[src/sv/pds_pkg.sv]
`default_nettype none
// ----------------------------------------------------------------------------
// pds_pkg
// Shared widths, constants and controller/datapath interface types for the
// PLL divider search unit.
// ----------------------------------------------------------------------------
package pds_pkg;

	localparam int REF_W       = 14;
	localparam int TGT_W       = 22;
	localparam int DIV_M_W     = 6;
	localparam int MULT_N_W    = 8;
	localparam int POST_K_W    = 2;
	localparam int FREQ_W      = 22;
	localparam int CTRL_WORD_W = 16;
	localparam int ERR_W       = 22;

	localparam int IN_TDATA_W  = 24;
	localparam int OUT_FIELD_W = DIV_M_W + MULT_N_W + POST_K_W + FREQ_W + CTRL_WORD_W + ERR_W;
	localparam int OUT_TDATA_W = 80;

	localparam logic [REF_W-1:0] REF_RESET = 14'd14318;

	// Commands from the controller to the datapath.
	typedef struct packed {
		logic start;     // load target, clear best, rewind the M/N counters
		logic issue;     // push the current (M,N) pair into the pipeline
		logic load_out;  // copy the best setting into the result register
	} pds_cmd_t;

	// Status from the datapath to the controller.
	typedef struct packed {
		logic last_pair; // counters sit on the final (M,N) pair
		logic busy;      // some pair is still in flight
	} pds_sts_t;

endpackage
`default_nettype wire

[src/sv/pds_div_pipe.sv]
`default_nettype none
// ----------------------------------------------------------------------------
// pds_div_pipe
// Pipelined restoring divider, one quotient bit per stage, with a tag that
// travels alongside each operand pair.
// ----------------------------------------------------------------------------
module pds_div_pipe #(
	parameter int NUM_W = 23,
	parameter int DEN_W = 7,
	parameter int TAG_W = 14
) (
	input  wire logic             clk,
	input  wire logic             arst_n,
	input  wire logic             in_vld,
	input  wire logic [NUM_W-1:0] in_num,
	input  wire logic [DEN_W-1:0] in_den,
	input  wire logic [TAG_W-1:0] in_tag,
	output logic                  out_vld,
	output logic [NUM_W-1:0]      out_quo,
	output logic [TAG_W-1:0]      out_tag,
	output logic                  busy
);

	// Each stage holds the partly shifted numerator (quotient bits enter at
	// the bottom as dividend bits leave the top) and the running remainder.
	logic [NUM_W-1:0] vld_s;
	logic [NUM_W-1:0] num_s [NUM_W];
	logic [DEN_W-1:0] rem_s [NUM_W];
	logic [DEN_W-1:0] den_s [NUM_W];
	logic [TAG_W-1:0] tag_s [NUM_W];

	logic             vld_in [NUM_W];
	logic [NUM_W-1:0] num_in [NUM_W];
	logic [DEN_W-1:0] rem_in [NUM_W];
	logic [DEN_W-1:0] den_in [NUM_W];
	logic [TAG_W-1:0] tag_in [NUM_W];

	assign vld_in[0] = in_vld;
	assign num_in[0] = in_num;
	assign rem_in[0] = '0;
	assign den_in[0] = in_den;
	assign tag_in[0] = in_tag;

	for (genvar j = 1; j < NUM_W; j++) begin : g_link
		assign vld_in[j] = vld_s[j-1];
		assign num_in[j] = num_s[j-1];
		assign rem_in[j] = rem_s[j-1];
		assign den_in[j] = den_s[j-1];
		assign tag_in[j] = tag_s[j-1];
	end

	for (genvar j = 0; j < NUM_W; j++) begin : g_stage
		logic [DEN_W:0] shifted;
		logic           fits;

		assign shifted = {rem_in[j], num_in[j][NUM_W-1]};
		assign fits    = shifted >= {1'b0, den_in[j]};

		always_ff @(posedge clk or negedge arst_n) begin
			if (!arst_n) begin
				vld_s[j] <= 1'b0;
			end else begin
				vld_s[j] <= vld_in[j];
			end
		end

		always_ff @(posedge clk) begin
			if (fits) begin
				rem_s[j] <= DEN_W'(shifted - {1'b0, den_in[j]});
			end else begin
				rem_s[j] <= shifted[DEN_W-1:0];
			end
			num_s[j] <= {num_in[j][NUM_W-2:0], fits};
			den_s[j] <= den_in[j];
			tag_s[j] <= tag_in[j];
		end
	end

	assign out_vld = vld_s[NUM_W-1];
	assign out_quo = num_s[NUM_W-1];
	assign out_tag = tag_s[NUM_W-1];
	assign busy    = |vld_s;

endmodule
`default_nettype wire

[src/sv/pds_datapath.sv]
`default_nettype none
// ----------------------------------------------------------------------------
// pds_datapath
// M/N enumeration, product stage, divider pipeline, per-K error stage and
// best-setting tracking, plus the reference register and result register.
// ----------------------------------------------------------------------------
module pds_datapath
	import pds_pkg::*;
#(
	parameter int M_COUNT = 64,
	parameter int N_COUNT = 256,
	parameter int K_COUNT = 4
) (
	input  wire logic                   clk,
	input  wire logic                   arst_n,
	input  wire logic                   cfg_we,
	input  wire logic [REF_W-1:0]       cfg_wdata,
	input  wire logic [TGT_W-1:0]       in_target,
	input  wire pds_cmd_t               cmd,
	output pds_sts_t                    sts,
	output logic [OUT_TDATA_W-1:0]      out_data,
	output logic                        out_found
);

	localparam int MW   = $clog2(M_COUNT);
	localparam int NW   = $clog2(N_COUNT);
	localparam int KW   = (K_COUNT > 1) ? $clog2(K_COUNT) : 1;
	localparam int DW   = $clog2(M_COUNT + 2);
	localparam int NPW  = $clog2(N_COUNT + 2);
	localparam int PW   = REF_W + NPW;
	localparam int FW   = (PW > TGT_W) ? PW : TGT_W;
	localparam int TAGW = MW + NW;

	logic [REF_W-1:0] ref_q;
	logic [TGT_W-1:0] target_q;
	logic [MW-1:0]    m_cnt_q;
	logic [NW-1:0]    n_cnt_q;
	logic             m_last;
	logic             n_last;

	always_ff @(posedge clk or negedge arst_n) begin
		if (!arst_n) begin
			ref_q <= REF_RESET;
		end else if (cfg_we) begin
			ref_q <= cfg_wdata;
		end
	end

	assign m_last = m_cnt_q == MW'(M_COUNT - 1);
	assign n_last = n_cnt_q == NW'(N_COUNT - 1);

	always_ff @(posedge clk or negedge arst_n) begin
		if (!arst_n) begin
			m_cnt_q <= '0;
			n_cnt_q <= '0;
		end else if (cmd.start) begin
			m_cnt_q <= '0;
			n_cnt_q <= '0;
		end else if (cmd.issue) begin
			if (n_last) begin
				n_cnt_q <= '0;
				m_cnt_q <= m_cnt_q + MW'(1);
			end else begin
				n_cnt_q <= n_cnt_q + NW'(1);
			end
		end
	end

	always_ff @(posedge clk) begin
		if (cmd.start) begin
			target_q <= in_target;
		end
	end

	// Product stage: ref * (N + 2) and divisor M + 2.
	logic             vld_s1;
	logic [PW-1:0]    prod_s1;
	logic [DW-1:0]    den_s1;
	logic [TAGW-1:0]  tag_s1;
	logic [NPW-1:0]   n_plus2;

	assign n_plus2 = NPW'(n_cnt_q) + NPW'(2);

	always_ff @(posedge clk or negedge arst_n) begin
		if (!arst_n) begin
			vld_s1 <= 1'b0;
		end else begin
			vld_s1 <= cmd.issue;
		end
	end

	always_ff @(posedge clk) begin
		prod_s1 <= PW'(ref_q) * PW'(n_plus2);
		den_s1  <= DW'(m_cnt_q) + DW'(2);
		tag_s1  <= {m_cnt_q, n_cnt_q};
	end

	logic            dv_vld;
	logic [PW-1:0]   dv_quo;
	logic [TAGW-1:0] dv_tag;
	logic            dv_busy;

	pds_div_pipe #(
		.NUM_W (PW),
		.DEN_W (DW),
		.TAG_W (TAGW)
	) u_div (
		.clk     (clk),
		.arst_n  (arst_n),
		.in_vld  (vld_s1),
		.in_num  (prod_s1),
		.in_den  (den_s1),
		.in_tag  (tag_s1),
		.out_vld (dv_vld),
		.out_quo (dv_quo),
		.out_tag (dv_tag),
		.busy    (dv_busy)
	);

	// Error stage: one subtractor per post divider setting.
	logic [FW-1:0]   tgt_ext;
	logic [FW-1:0]   kerr_d  [K_COUNT];
	logic [FW-1:0]   kerr_s2 [K_COUNT];
	logic            vld_s2;
	logic [PW-1:0]   quo_s2;
	logic [TAGW-1:0] tag_s2;

	assign tgt_ext = FW'(target_q);

	always_comb begin
		logic [FW-1:0] fk;
		for (int k = 0; k < K_COUNT; k++) begin
			fk        = FW'(dv_quo) >> k;
			kerr_d[k] = (fk >= tgt_ext) ? fk - tgt_ext : tgt_ext - fk;
		end
	end

	always_ff @(posedge clk or negedge arst_n) begin
		if (!arst_n) begin
			vld_s2 <= 1'b0;
		end else begin
			vld_s2 <= dv_vld;
		end
	end

	always_ff @(posedge clk) begin
		kerr_s2 <= kerr_d;
		quo_s2  <= dv_quo;
		tag_s2  <= dv_tag;
	end

	// Lowest error over K, the earliest K winning ties, as a sequential scan would.
	logic [KW-1:0] sel_k;
	logic [FW-1:0] sel_err;
	logic          take;

	always_comb begin
		sel_k   = '0;
		sel_err = kerr_s2[0];
		for (int k = 1; k < K_COUNT; k++) begin
			if (kerr_s2[k] < sel_err) begin
				sel_k   = KW'(k);
				sel_err = kerr_s2[k];
			end
		end
	end

	logic [FW-1:0] best_err_q;
	logic [FW-1:0] best_f_q;
	logic [MW-1:0] best_m_q;
	logic [NW-1:0] best_n_q;
	logic [KW-1:0] best_k_q;
	logic          hit_q;

	assign take = vld_s2 && (sel_err < best_err_q);

	always_ff @(posedge clk or negedge arst_n) begin
		if (!arst_n) begin
			hit_q <= 1'b0;
		end else if (cmd.start) begin
			hit_q <= 1'b0;
		end else if (take) begin
			hit_q <= 1'b1;
		end
	end

	always_ff @(posedge clk) begin
		if (cmd.start) begin
			best_err_q <= FW'(in_target);
			best_f_q   <= '0;
			best_m_q   <= '0;
			best_n_q   <= '0;
			best_k_q   <= '0;
		end else if (take) begin
			best_err_q <= sel_err;
			best_f_q   <= FW'(quo_s2) >> sel_k;
			best_m_q   <= tag_s2[TAGW-1:NW];
			best_n_q   <= tag_s2[NW-1:0];
			best_k_q   <= sel_k;
		end
	end

	// Result register.
	logic [CTRL_WORD_W-1:0] ctrl_word;
	logic [OUT_TDATA_W-1:0] out_data_q;
	logic                   out_found_q;

	assign ctrl_word = (CTRL_WORD_W'(best_n_q) << 8) | (CTRL_WORD_W'(best_m_q) << 2)
		| CTRL_WORD_W'(best_k_q);

	always_ff @(posedge clk) begin
		if (cmd.load_out) begin
			out_found_q <= hit_q;
			if (hit_q) begin
				out_data_q <= {{(OUT_TDATA_W - OUT_FIELD_W){1'b0}},
					ERR_W'(best_err_q), ctrl_word, FREQ_W'(best_f_q),
					POST_K_W'(best_k_q), MULT_N_W'(best_n_q), DIV_M_W'(best_m_q)};
			end else begin
				out_data_q <= '0;
			end
		end
	end

	assign out_data      = out_data_q;
	assign out_found     = out_found_q;
	assign sts.last_pair = m_last && n_last;
	assign sts.busy      = vld_s1 || dv_busy || vld_s2;

	a_best_below_target: assert property (@(posedge clk) disable iff (!arst_n)
		hit_q |-> best_err_q < FW'(target_q))
		else $error("best error not below target");

	a_best_never_grows: assert property (@(posedge clk) disable iff (!arst_n)
		vld_s2 && !cmd.start |=> best_err_q <= $past(best_err_q))
		else $error("best error grew during sweep");

endmodule
`default_nettype wire

[src/sv/pds_ctrl.sv]
`default_nettype none
// ----------------------------------------------------------------------------
// pds_ctrl
// Sequencer for one search: accept the target, sweep all (M,N) pairs, drain
// the pipeline, then hand the best setting to the result register.
// ----------------------------------------------------------------------------
module pds_ctrl
	import pds_pkg::*;
(
	input  wire logic     clk,
	input  wire logic     arst_n,
	input  wire logic     s_tvalid,
	output logic          s_tready,
	output logic          m_tvalid,
	input  wire logic     m_tready,
	output pds_cmd_t      cmd,
	input  wire pds_sts_t sts
);

	typedef enum logic [3:0] {
		ST_IDLE   = 4'b0001,
		ST_SWEEP  = 4'b0010,
		ST_DRAIN  = 4'b0100,
		ST_FINISH = 4'b1000
	} state_t;

	state_t state_q;
	state_t state_d;
	logic   m_tvalid_q;
	logic   out_free;

	// The result register may be refilled in the cycle its beat leaves.
	assign out_free = !m_tvalid_q || m_tready;

	always_comb begin
		state_d      = state_q;
		cmd.start    = 1'b0;
		cmd.issue    = 1'b0;
		cmd.load_out = 1'b0;
		unique case (state_q)
			ST_IDLE: begin
				if (s_tvalid) begin
					cmd.start = 1'b1;
					state_d   = ST_SWEEP;
				end
			end
			ST_SWEEP: begin
				cmd.issue = 1'b1;
				if (sts.last_pair) begin
					state_d = ST_DRAIN;
				end
			end
			ST_DRAIN: begin
				if (!sts.busy) begin
					state_d = ST_FINISH;
				end
			end
			ST_FINISH: begin
				if (out_free) begin
					cmd.load_out = 1'b1;
					state_d      = ST_IDLE;
				end
			end
			default: begin
				state_d = ST_IDLE;
			end
		endcase
	end

	always_ff @(posedge clk or negedge arst_n) begin
		if (!arst_n) begin
			state_q    <= ST_IDLE;
			m_tvalid_q <= 1'b0;
		end else begin
			state_q <= state_d;
			if (cmd.load_out) begin
				m_tvalid_q <= 1'b1;
			end else if (m_tready) begin
				m_tvalid_q <= 1'b0;
			end
		end
	end

	assign s_tready = state_q == ST_IDLE;
	assign m_tvalid = m_tvalid_q;

	a_rise_after_load: assert property (@(posedge clk) disable iff (!arst_n)
		$rose(m_tvalid) |-> $past(cmd.load_out))
		else $error("result beat without a load");

	a_idle_empty: assert property (@(posedge clk) disable iff (!arst_n)
		state_q == ST_IDLE |-> !sts.busy)
		else $error("pipeline not empty while idle");

	a_load_empty: assert property (@(posedge clk) disable iff (!arst_n)
		cmd.load_out |-> !sts.busy)
		else $error("result loaded while pairs in flight");

	a_start_sweeps: assert property (@(posedge clk) disable iff (!arst_n)
		cmd.start |=> state_q == ST_SWEEP && !sts.busy)
		else $error("search start did not enter sweep");

endmodule
`default_nettype wire

[src/sv/pll_divider_search_unit.sv]
`default_nettype none
// ----------------------------------------------------------------------------
// pll_divider_search_unit
// Searches all PLL M/N/K settings for the one closest to a target frequency.
// ----------------------------------------------------------------------------
//  channel  signals                      beat contents
//  in       s_tvalid/s_tready/s_tdata    target_khz
//  out      m_tvalid/m_tready/m_tdata    div_m, mult_n, post_k, achieved_khz,
//           m_tuser                      control_word, error_khz; found
//  config   cfg_we/cfg_wdata             ref_clock_khz
//
//  One search sweeps all M_COUNT*N_COUNT (M,N) pairs: one pair enters the
//  divider pipeline per cycle and all K post divider settings are judged in
//  parallel behind it.
//  One target is worked on at a time; a new one is taken while the last
//  result still waits in the output register.
//  Reset sets ref_clock_khz to 14318 and empties the pipeline and output.
// ----------------------------------------------------------------------------
module pll_divider_search_unit
	import pds_pkg::*;
#(
	parameter int M_COUNT = 64,
	parameter int N_COUNT = 256,
	parameter int K_COUNT = 4
) (
	input  wire logic                   clk,
	input  wire logic                   arst_n,
	input  wire logic                   cfg_we,
	input  wire logic [REF_W-1:0]       cfg_wdata,
	input  wire logic                   s_tvalid,
	output logic                        s_tready,
	input  wire logic [IN_TDATA_W-1:0]  s_tdata,   // [21:0] target_khz
	output logic                        m_tvalid,
	input  wire logic                   m_tready,
	output logic [OUT_TDATA_W-1:0]      m_tdata,   // [5:0] div_m, [13:6] mult_n,
	                                               // [15:14] post_k, [37:16] achieved_khz,
	                                               // [53:38] control_word, [75:54] error_khz
	output logic [0:0]                  m_tuser    // [0] found
);

	pds_cmd_t cmd;
	pds_sts_t sts;
	logic     found;

	pds_ctrl u_ctrl (
		.clk      (clk),
		.arst_n   (arst_n),
		.s_tvalid (s_tvalid),
		.s_tready (s_tready),
		.m_tvalid (m_tvalid),
		.m_tready (m_tready),
		.cmd      (cmd),
		.sts      (sts)
	);

	pds_datapath #(
		.M_COUNT (M_COUNT),
		.N_COUNT (N_COUNT),
		.K_COUNT (K_COUNT)
	) u_dp (
		.clk       (clk),
		.arst_n    (arst_n),
		.cfg_we    (cfg_we),
		.cfg_wdata (cfg_wdata),
		.in_target (s_tdata[TGT_W-1:0]),
		.cmd       (cmd),
		.sts       (sts),
		.out_data  (m_tdata),
		.out_found (found)
	);

	assign m_tuser = found;

endmodule
`default_nettype wire
[config.mk]
export PLATFORM = sky130hd
export DESIGN_NAME = pll_divider_search_unit
export DESIGN_NICKNAME = d
export VERILOG_FILES = /design/src/sv/pds_pkg.sv /design/src/sv/pds_div_pipe.sv /design/src/sv/pds_datapath.sv /design/src/sv/pds_ctrl.sv /design/src/sv/pll_divider_search_unit.sv
export SDC_FILE = /design/constraint.sdc
export NUM_CORES = 2
export LEC_CHECK = 0
export BUFFER_PORTS_ARGS = -buffer_cell sky130_fd_sc_hd__buf_4
export CAP_MARGIN = 20
export CORE_ASPECT_RATIO = 0.5
export CORE_MARGIN = 2
export CORE_UTILIZATION = 54
export CTS_CLUSTER_SIZE = 30
export DETAILED_ROUTE_END_ITERATION = 7
export GPL_ROUTABILITY_DRIVEN = 0
export GPL_TIMING_DRIVEN = 0
export PLACE_DENSITY = 0.75
export SETUP_SLACK_MARGIN = 0.5
export SLEW_MARGIN = 15
export SYNTH_ARGS = -nofsm -noshare
export SYNTH_HDL_FRONTEND = slang
export SYNTH_SLANG_ARGS = --single-unit
[constraint.sdc]
create_clock -name clk -period 8.3 [get_ports clk]
set_input_delay 1.66 -clock clk [delete_from_list [all_inputs] [get_ports clk]]
set_output_delay 1.66 -clock clk [all_outputs]
set_load 0.02 [all_outputs]
==> qor.txt <==
Logic pwr share -> 45.5%
clock tree sinks -> 1512
Critical Path Source Type -> register
final WL -> 125000 um
Switching Fraction -> 38.3%
Worst-Margin Slew -> 1.10 ns
Final TNS setup -> -64.18 ns
Main synth FF type -> dfxtp_1
crit end category -> register
ant diodes -> 0
R2R cell count -> 51
Finished Layout Cells -> 6971
Sequential Power Share -> 34.5%
final count of hold timing violations -> 0
Worst R2R End -> u_dp.best_err_q[3]$_DFFE_PP_
Fmax achieved -> 106 MHz
TritonRoute pass-1 iters -> 8
vias per cell -> 5.38
wire per inst -> 17.9 um
Pint -> 18.3 mW
met3 Use GR -> 4.48%
Clock Skews -> 0.0523 ns
Max Cap Violations -> 0
Hold WC Path Type -> register to register
post-synth top area cell -> dfxtp_1
crit-path leading delay family -> compound AO/OA/AOI/OAI gates
worst skew pair latency -> 0.73 ns
DRC -> 0
violated checks -> setup timing
core region area -> 105000 um^2
Detail Route Antenna Nets -> 0
clock root buffer -> clkbuf_16
setup slack, reg-to-reg -> -1.09 ns
DR iter-0 viols -> 3502
pins over their slew limit -> 0
Critical Path Max Stage Delay -> 0.36 ns
worst path bufs/invs -> 9
commonest cells in the netlist -> 1348 x dfxtp_1, 465 x inv_1, 460 x ha_1
Clk pin slew, worst setup/hold paths -> 0.07 ns
maximum vdd drop -> 0.294 mV
CTS tree -> yes
Worst R2R Start -> u_dp.kerr_s2[91]$_DFF_P_
layout cell share with drive strength beyond 1 -> 11.9%
first-pass GRT wire length -> 196000 um
Placed Cells incl. Taps -> 6691
Static Leak -> 28.9 nW
Slew headroom -> 26.5%
WHS Path Cells -> 0
global route total overflow -> 0
detailed placement HPWL -> 88500 um
Hold Startpoint -> u_dp.u_div.num_s[2][84]$_DFF_P_
PnR worst setup slack -> -1.09 ns
Post-synth EDFFs -> 105
Hold-fix buffers, CTS -> 0
I/O Pins -> 126
area grow syn2layout -> 15.2%
Netlist cell types -> 83
port bufs -> 119
critical path's slowest cell -> nor4b_4
Synth top area share -> 47.4%
Cells after Synth -> 5147
FP Rows -> 84
min Tclk post-route -> 9.39 ns
largest net degree at the start of global routing -> 60
final period utilization -> 113%
Mean Syn Cell Area -> 11.1 um^2
Util after Layout -> 62.6%
Critical Path RT -> 8.69 ns
CP Class -> register to register
initial antenna violation count -> 1
sequential-to-total area share from yosys stat -> 55.5%
die span in x -> 463 um
count leader, synth -> dfxtp_1
Hold Path End -> u_dp.u_div.num_s[2][108]$_DFF_P_
met2 usage -> 38.7%
Die Area -> 108000 um^2
H-tree levels -> 3
Critical Path Most Common Cell -> a21o_1
number of global-route vias before repair -> 37600
GR met1 Demand/Resource -> 28.2%
total track usage -> 22.6%
Setup WS pre-CTS -> -2.22 ns
final setup vio count -> 62
vias post-DR -> 37500
cell area after synthesis -> 56900 um^2
Cell Pwr Density -> 452 nW/um^2
CTS Buf Count -> 115
Crit Path Max Fanout -> 7
GR peak layer -> met2
Syn. warnings -> 0
#FFs+latches synth -> 1512
CTS max path bufs -> 3
Initial Util -> 54.3%
Clock Power Share -> 19.9%
P_sw -> 11.3 mW
RSZ-0062 raised after global routing -> yes
ranking of synthesized cells by area -> dfxtp_1 47%, ha_1 10%, edfxtp_1 5.5%
outcome -> complete, but fails checks
critical path arrival -> 9.78 ns
Final nets -> 6068
Die Y -> 234 um
FFs w/ async S/R, synth -> 3.90%
registers in the layout, summed over array words and instances (netlist names), 60 cells and up:
| signal | count |
|---|---|
| u_dp.u_div.num_s | 529 |
| u_dp.u_div.den_s | 148 |
| u_dp.out_data | 60 |
| u_dp.u_div.rem_s | 154 |
| u_dp.u_div.tag_s | 306 |
| u_dp.kerr_s2 | 92 |
power groups by stage:
stage | logic, mW | registers, mW | clock network, mW
after floorplan | 8.30 | 9.94 | 0
after global routing | 14.7 | 10.4 | 6.33
final | 13.5 | 10.2 | 5.91
after global placement | 10.6 | 10.2 | 0
after CTS | 12.5 | 10.2 | 6.03
after detailed placement | 11.0 | 10.3 | 0
final cells by class:
class	count	area (um^2)
inverters	469	1760
clock inverters	68	893
fillers	7840	39200
multi-input cells	3007	23900
repair buffers	181	1490
flip-flops and latches	1512	31600
well taps	1419	1780
plain buffers	165	957
clock buffers	150	3200
what timing repair did:
item,in CTS,in global routing
endpoints found under the hold margin,0,0
pin swaps,41,68
setup buffers,36,16
setup endpoints to repair,83,62
gates resized for setup,131,106
cloned,7,3
kinds of logic after synthesis:
family	after synthesis	share of synthesized area [%]
flops	1512	55.5
simple gates	1077	9.32
compound gates	1017	11.1
buf+inv	634	4.37
fa+ha+maj	574	14.1
xor+xnor	171	2.63
mux	161	2.94
other cells	1	0.00658
placed cells by master (no fill, tap or decap), types with 47 or more instances in the layout:
| master | instances |
|---|---|
| o21ai_0 | 305 |
| xnor2_1 | 91 |
| nand4_1 | 51 |
| nand3_1 | 56 |
| and2_1 | 99 |
| nor2_1 | 196 |
| a21o_1 | 135 |
| clkbuf_1 | 112 |
| mux2i_1 | 109 |
| fa_1 | 114 |
| nand2_1 | 322 |
| nor2b_1 | 120 |
| edfxtp_1 | 105 |
| dfrtp_1 | 47 |
| buf_4 | 184 |
| a21oi_1 | 230 |
| nand2b_1 | 81 |
| xor2_1 | 80 |
| clkbuf_16 | 123 |
| ha_1 | 441 |
| inv_1 | 461 |
| dfxtp_1 | 1342 |
worst max-delay path by stage:
stage | end | startpoint | slack, ns | cells past startpoint
after floorplan | u_dp.best_err_q[0]$_DFFE_PP_ | u_dp.kerr_s2[82]$_DFF_P_ | 0.28 | 49
after global placement | u_dp.best_err_q[1]$_DFFE_PP_ | u_dp.kerr_s2[89]$_DFF_P_ | -2.05 | 45
after detailed placement | u_dp.best_err_q[3]$_DFFE_PP_ | u_dp.kerr_s2[89]$_DFF_P_ | -2.22 | 46
after CTS | u_dp.best_f_q[2]$_SDFFE_PP0P_ | u_dp.kerr_s2[90]$_DFF_P_ | -0.78 | 50
after global routing | u_dp.best_n_q[4]$_SDFFE_PP0P_ | u_dp.kerr_s2[89]$_DFF_P_ | -1.35 | 50
final | u_dp.best_err_q[3]$_DFFE_PP_ | u_dp.kerr_s2[91]$_DFF_P_ | -1.09 | 51
per-layer routing:
| layer | wire length (um) | vias to the layer above |
|---|---|---|
| li1 | - | 18000 |
| met5 | 0 | - |
| met4 | 5020 | 0 |
| met3 | 8750 | 375 |
| met1 | 51600 | 17800 |
| met2 | 59200 | 1391 |
stage by stage:
stage / instance area (um^2) / hold slack [ns] / total power [mW]
5_1_grt: 65600 / 0.291 / 31.4
3_3_place_gp: 59800 / 0.310 / 20.8
3_5_place_dp: 59900 / 0.312 / 21.3
2_1_floorplan: 57100 / 0.310 / 18.2
6_report: 65600 / 0.300 / 29.6
4_1_cts: 65000 / 0.286 / 28.7
No activity file was read; power rests on OpenSTA's default activity.
